$ cat src/smacc_pkg.sv
// Shared types, constants and saturation helpers for the sparse MTTKRP accumulator.
`default_nettype none

package smacc_pkg;

    localparam int MAX_MODES = 4;
    localparam int MAX_ROWS  = 1024;
    localparam int MAX_RANK  = 16;

    localparam int MODE_W   = $clog2(MAX_MODES);
    localparam int ROW_W    = $clog2(MAX_ROWS);
    localparam int COL_W    = $clog2(MAX_RANK);
    localparam int FADDR_W  = MODE_W + ROW_W + COL_W;
    localparam int AADDR_W  = ROW_W + COL_W;
    localparam int DATA_W   = 32;

    typedef enum logic [1:0] {
        OP_LOAD  = 2'd0,
        OP_PROC  = 2'd1,
        OP_READ  = 2'd2,
        OP_CLEAR = 2'd3
    } opcode_t;

    typedef enum logic [1:0] {
        REG_NUM_MODES   = 2'd0,
        REG_RANK        = 2'd1,
        REG_TARGET_MODE = 2'd2,
        REG_NONE        = 2'd3
    } reg_index_t;

    typedef enum logic [3:0] {
        ST_CLEAR,
        ST_IDLE,
        ST_COL,
        ST_MODE,
        ST_FMUL,
        ST_FSAT,
        ST_ARD,
        ST_AWR,
        ST_RRD,
        ST_RCAP,
        ST_OUT
    } state_t;

    // control from the sequencer to the shared multiplier
    typedef struct packed {
        logic mul_en;
    } mul_ctrl_t;

    typedef struct packed {
        logic [DATA_W-1:0] val;
        logic              sat;
    } sat_t;

    // clip a 48-bit signed value into the 32-bit range
    function automatic sat_t clip48(input logic [47:0] v);
        sat_t r;
        r.sat = 1'b0;
        r.val = v[31:0];
        if (!v[47] && (|v[46:31])) begin
            r.sat = 1'b1;
            r.val = 32'h7FFF_FFFF;
        end else if (v[47] && !(&v[46:31])) begin
            r.sat = 1'b1;
            r.val = 32'h8000_0000;
        end
        return r;
    endfunction

    // clip a 33-bit signed sum into the 32-bit range
    function automatic sat_t clip33(input logic [32:0] v);
        sat_t r;
        r.sat = 1'b0;
        r.val = v[31:0];
        if (v[32] != v[31]) begin
            r.sat = 1'b1;
            r.val = v[32] ? 32'h8000_0000 : 32'h7FFF_FFFF;
        end
        return r;
    endfunction

endpackage

`default_nettype wire

$ cat src/smacc_qmul.sv
// Shared Q16.16 multiplier: registered 64-bit product, floor shift and saturation.
`default_nettype none

module smacc_qmul
    import smacc_pkg::*;
(
    input  wire logic              aclk,
    input  wire mul_ctrl_t         ctrl,
    input  wire logic [DATA_W-1:0] a,
    input  wire logic [DATA_W-1:0] b,
    output sat_t                   q
);

    logic signed [2*DATA_W-1:0] prod_reg;

    always_ff @(posedge aclk) begin
        if (ctrl.mul_en) begin
            prod_reg <= $signed(a) * $signed(b);
        end
    end

    // arithmetic shift by 16 is the floor toward minus infinity
    assign q = clip48(prod_reg[63:16]);

endmodule

`default_nettype wire

$ cat config.mk
export PLATFORM = sky130hd
export DESIGN_NAME = smacc_qmul
export DESIGN_NICKNAME = d
export VERILOG_FILES = /design/src/smacc_pkg.sv /design/src/smacc_qmul.sv
export SDC_FILE = /design/constraint.sdc
export NUM_CORES = 2
export LEC_CHECK = 0
export ABC_AREA = 1
export BUFFER_PORTS_ARGS = -buffer_cell sky130_fd_sc_hd__buf_2
export CAP_MARGIN = 20
export CORE_ASPECT_RATIO = 1.4
export CORE_MARGIN = 1
export CORE_UTILIZATION = 60
export DETAILED_ROUTE_END_ITERATION = 7
export PLACE_DENSITY = 0.8
export SETUP_SLACK_MARGIN = 0.15
export SLEW_MARGIN = 20
export SYNTH_ARGS = -nofsm -noshare
export SYNTH_HDL_FRONTEND = slang
export SYNTH_SLANG_ARGS = --single-unit
$ cat constraint.sdc
create_clock -name aclk -period 7.39 [get_ports aclk]
set_clock_uncertainty 0.15 [all_clocks]
set_input_delay 0.739 -clock aclk [delete_from_list [all_inputs] [get_ports aclk]]
set_output_delay 0.739 -clock aclk [all_outputs]
set_load 0.02 [all_outputs]
---- Word-level counts from Yosys, hierarchy flattened ----
Index checks and enable logic that the tools add are counted.
operators by class
  reductions and logical operators ........ 6
  mux-type cells .......................... 2
  multipliers ............................. 1
operator list
  kind               number
  $mux 33            2
  $mul 32x32->64     1
  $reduce_and 16->1  1
  $reduce_or 16->1   1
  $logic_and 1x1->1  2
  $logic_not 1->1    2
word-level totals
  flip-flop bits (word level) ............. 64
  output and inout bits ................... 33

---- Longest topological paths before layout ----
  depth in word-level cells ............... 5
  depth in mapped cells ................... 30
  depth with buffers taken out ............ 29

---- Least setup slack after synthesis ----
OpenSTA, ideal clock, no wires.
  path kind ............................... input -> register
  from .................................... input port a[31]
  to ...................................... register prod_reg[54], data pin
  path buffers ............................ 1
  data arrival time ....................... 7263 ps
  required time ........................... 6987 ps
  stages .................................. 27
  library setup time ...................... 253 ps
  setup slack ............................. -275 ps
  cell sequence ........................... clkbuf_1 > nand2_1 > inv_1 > fa_1 > inv_1 > fa_1 > inv_1 > fa_1 > fa_1 > inv_1 > fa_1 > inv_1 > fa_1 > inv_1 > fa_1 > fa_1 > inv_1 > ha_1 > nand2_1 > nor2_1 > inv_1 > nor2_1 > nand2_1 > nor4_1 > nand2_1 > nand4_1 > nand2_1
between the ends
  word-level cells in the longest chain between the ends .. 1
RTL lines
  item                  line              RTL
  start, declared       smacc_qmul.sv:9   input wire logic [DATA_W-1:0] a,
  $mul 32x32->64        smacc_qmul.sv:18  prod_reg <= $signed(a) * $signed(b);
  end signal, assigned  smacc_qmul.sv:18
  end, declared         smacc_qmul.sv:14  logic signed [2*DATA_W-1:0] prod_reg;
No other way between the ends.
A chain may end at the register's enable or synchronous reset.

---- Worst setup path in the final report ----
  from .................................... input port b[8]
  to ...................................... register prod_reg[62], data pin
between the ends
  word-level cells in the longest chain between the ends .. 1
RTL lines
  item             line              RTL
  start, declared  smacc_qmul.sv:10  input wire logic [DATA_W-1:0] b,
  $mul 32x32->64   smacc_qmul.sv:18
No other way between the ends.

==> impl_metrics.py <==
metrics = {
    "sta": {
        "fmax_mhz": 135.2,
        "min_period_ns": 7.395,
        "timing.hold.ws_ns": 0.9511,
        "tightest_slew_ns": 0.9116,
        "slew_headroom_pct": 39.23,
        "hold_viol": 0,
        "slew_violations": 0,
        "finalCritPeriodShare_pct": 100.1,
        "finalSetupViolCount": 1,
        "setup_ws_ns": -0.005153,
        "rsz0062_at_grt": "true",
    },
    "placement": {
        "port_buffers": 98,
        "hpwlAfterDp_mm": 101.8,
        "gp_congestion": 0.9933,
    },
    "cells_and_area": {
        "filler_cell_count": 4629,
        "largest_register_ffs": 48,
        "final_nets": 6784,
        "drive_gt1_share_pct": 18.12,
        "syn2layout_area_growth_pct": 18.69,
        "regArea_um2": 1441,
        "multiInputGateArea_um2": 33210,
    },
    "die": {
        "std_cell_rows": 111,
        "core_um2": 65690,
        "io-pin-count": 99,
        "die-area_um2": 67670,
        "die_w_um": 220.1,
        "start_util_pct": 60.85,
        "die_h_um": 307.4,
    },
    "worst_setup_path": {
        "path_class": "primary input to flop",
        "arrival_ns": 7.31,
        "crit_path_end_kind": "flop",
        "crit_path_max_fanout": 6,
        "worstPathRequired_ns": 7.30,
        "start_kind": "primary input",
    },
    "synthesis": {
        "synth.top_cell.area_share_pct": 54.14,
        "yosys_warnings": 0,
        "synth_top_family_by_area": "adder cells",
        "synth_nets": 6392,
        "synth_fa_ha_area_share_pct": 59.77,
        "ys_ff_latch": 48,
        "synthFlopType": "edfxtp_1",
        "syn_inst": 5065,
        "yosys.area_share.simple_pct": 16.79,
        "synth_area_um2": 39970,
        "netlist_top_cells_count": "1657 x inv_1, 1477 x nand2_1, 1081 x fa_1",
        "ys_types": 32,
        "synthMuxAreaShare_pct": 0,
        "yosysMostFrequentCell": "inv_1",
        "synth_top_cell_by_area": "fa_1",
        "synth_compound_area_share_pct": 1.869,
        "avgSynthCellArea_um2": 7.892,
        "synth_edf_count": 48,
        "ys_seq_area_share_pct": 3.606,
        "synth_xor_area_share_pct": 0.5040,
        "synthArstFlopShare_pct": 0,
        "synth_area_leaders": "fa_1 54%, inv_1 16%, nand2_1 14%",
    },
    "run_status": {
        "outcome": "finished with violations",
        "failed_checks": "DRC, setup timing",
    },
    "drt": {
        "detail-route-antenna-nets": 0,
        "dr.pass1.iters": 8,
        "wire_per_inst_um": 19.20,
        "viasPerCell": 5.353,
        "routed_wl_mm": 121.1,
        "vias": 33760,
        "drtIter0Drc": 2356,
        "drc": 8,
    },
    "clock_tree": {
        "htree_levels": 2,
        "cts_tree": "done",
        "cts.sink_count": 48,
        "clk_pin_slew_ns": 0.08,
        "clockRootBuffer": "clkbuf_16",
        "cts.path.max_buffers": 2,
        "numCtsBuffers": 5,
        "cts_hold_buf": 0,
    },
    "global_route": {
        "first_global_vias": 37150,
        "antenna_found_initial": 3,
        "grt-ovfl-total": 0,
        "gr-usage-all-layers_pct": 36.08,
        "grt_max_degree": 49,
        "grt_pass1_wl_mm": 186.0,
    },
    "job": {
        "max_cap_viol_count": 0,
    },
    "min_path": {
        "hold_path.class": "primary input to flop",
    },
}
final timing paths:
| check | cells past startpoint | slack (ns) | startpoint | to |
|---|---|---|---|---|
| max | 27 | -0.005 | b[8] | prod_reg[62]$_DFFE_PP_ |
| min | 2 | 0.95 | ctrl | prod_reg[20]$_DFFE_PP_ |
cell usage in the layout, fill, tap and decap left out, types with 11 or more instances in the layout:
cell type  count
a21oi_1       29
a21oi_2       51
buf_12        58
buf_2         57
buf_4        401
buf_6         47
clkbuf_16     11
edfxtp_1      48
fa_1        1042
fa_2          39
ha_1         138
ha_4          36
inv_1       1599
inv_2         54
nand2_1     1404
nand2_2       60
nand2_4       14
nand3_1       51
nand4_1       12
nor2_1        74
nor2_2        49
nor2_4        32
o21ai_0       14
o21ai_1       16
o21ai_2       11
xor2_1        19
worst max-delay path: stages:
cell and delay (ns):
buf_6 0.13, buf_12 0.17, nand2_2 0.09, fa_2 0.61, fa_2 0.48, fa_1 0.61
clkinvlp_4 0.20, buf_4 0.19, fa_1 0.46, fa_1 0.57, fa_1 0.63, inv_1 0.08
fa_1 0.46, fa_1 0.56, inv_2 0.05, ha_4 0.27, nand2_4 0.13, nor2_4 0.05
inv_2 0.10, nor2_4 0.05, buf_4 0.13, nand2_1 0.07, inv_1 0.06, a21oi_2 0.15
nand2_1 0.08, nand2_1 0.09, nand2_1 0.07
timing repair:
action | 4_1_cts | 5_1_grt
cloned | 0 | 6
setup endpoints to repair | 29 | 44
buffers inserted | 2 | 34
resized for setup | 42 | 531
pin swaps | 4 | 151
cells by family after synthesis:
family	Yosys count
compound gates	140
xor+xnor	23
fa+ha+maj	1261
buf+inv	1858
flops	48
simple gates	1735
routing by layer:
layer	track usage, %	up-vias	part of all wire, %
met2	64.36	1652	52
met3	4.632	696	6.7
met1	37.77	16740	31
met4	29.00	2	10
met5	0	-	0.012
li1	-	14670	-
layout make-up:
type / instances / area share (%)
multi-input combinational: 3159 / 70.00
inverter: 1659 / 13.17
timing repair buffer: 584 / 11.14
sequential: 48 / 3.038
tap: 847 / 2.234
clock buffer: 5 / 0.2637
clock inverter: 3 / 0.1451
antenna: 1 / 0.005275
through the flow:
step	instance area, µm²	std cells	setup slack, ns	utilization (%)	setup TNS, ns
4_1_cts	45290	6265	0.1287	68.95	0
2_1_floorplan	40180	5065	0.1326	-	0
6_report	47440	6306	-0.005153	72.22	-0.005153
3_3_place_gp	44950	6255	-0.3604	68.42	-5.630
5_1_grt	47440	6306	-0.1879	72.22	-1.315
3_5_place_dp	44950	6255	-0.4252	68.42	-8.874
Power is not shown: default switching activity piles up to over one toggle a cycle in this logic, so the estimate is an artifact.
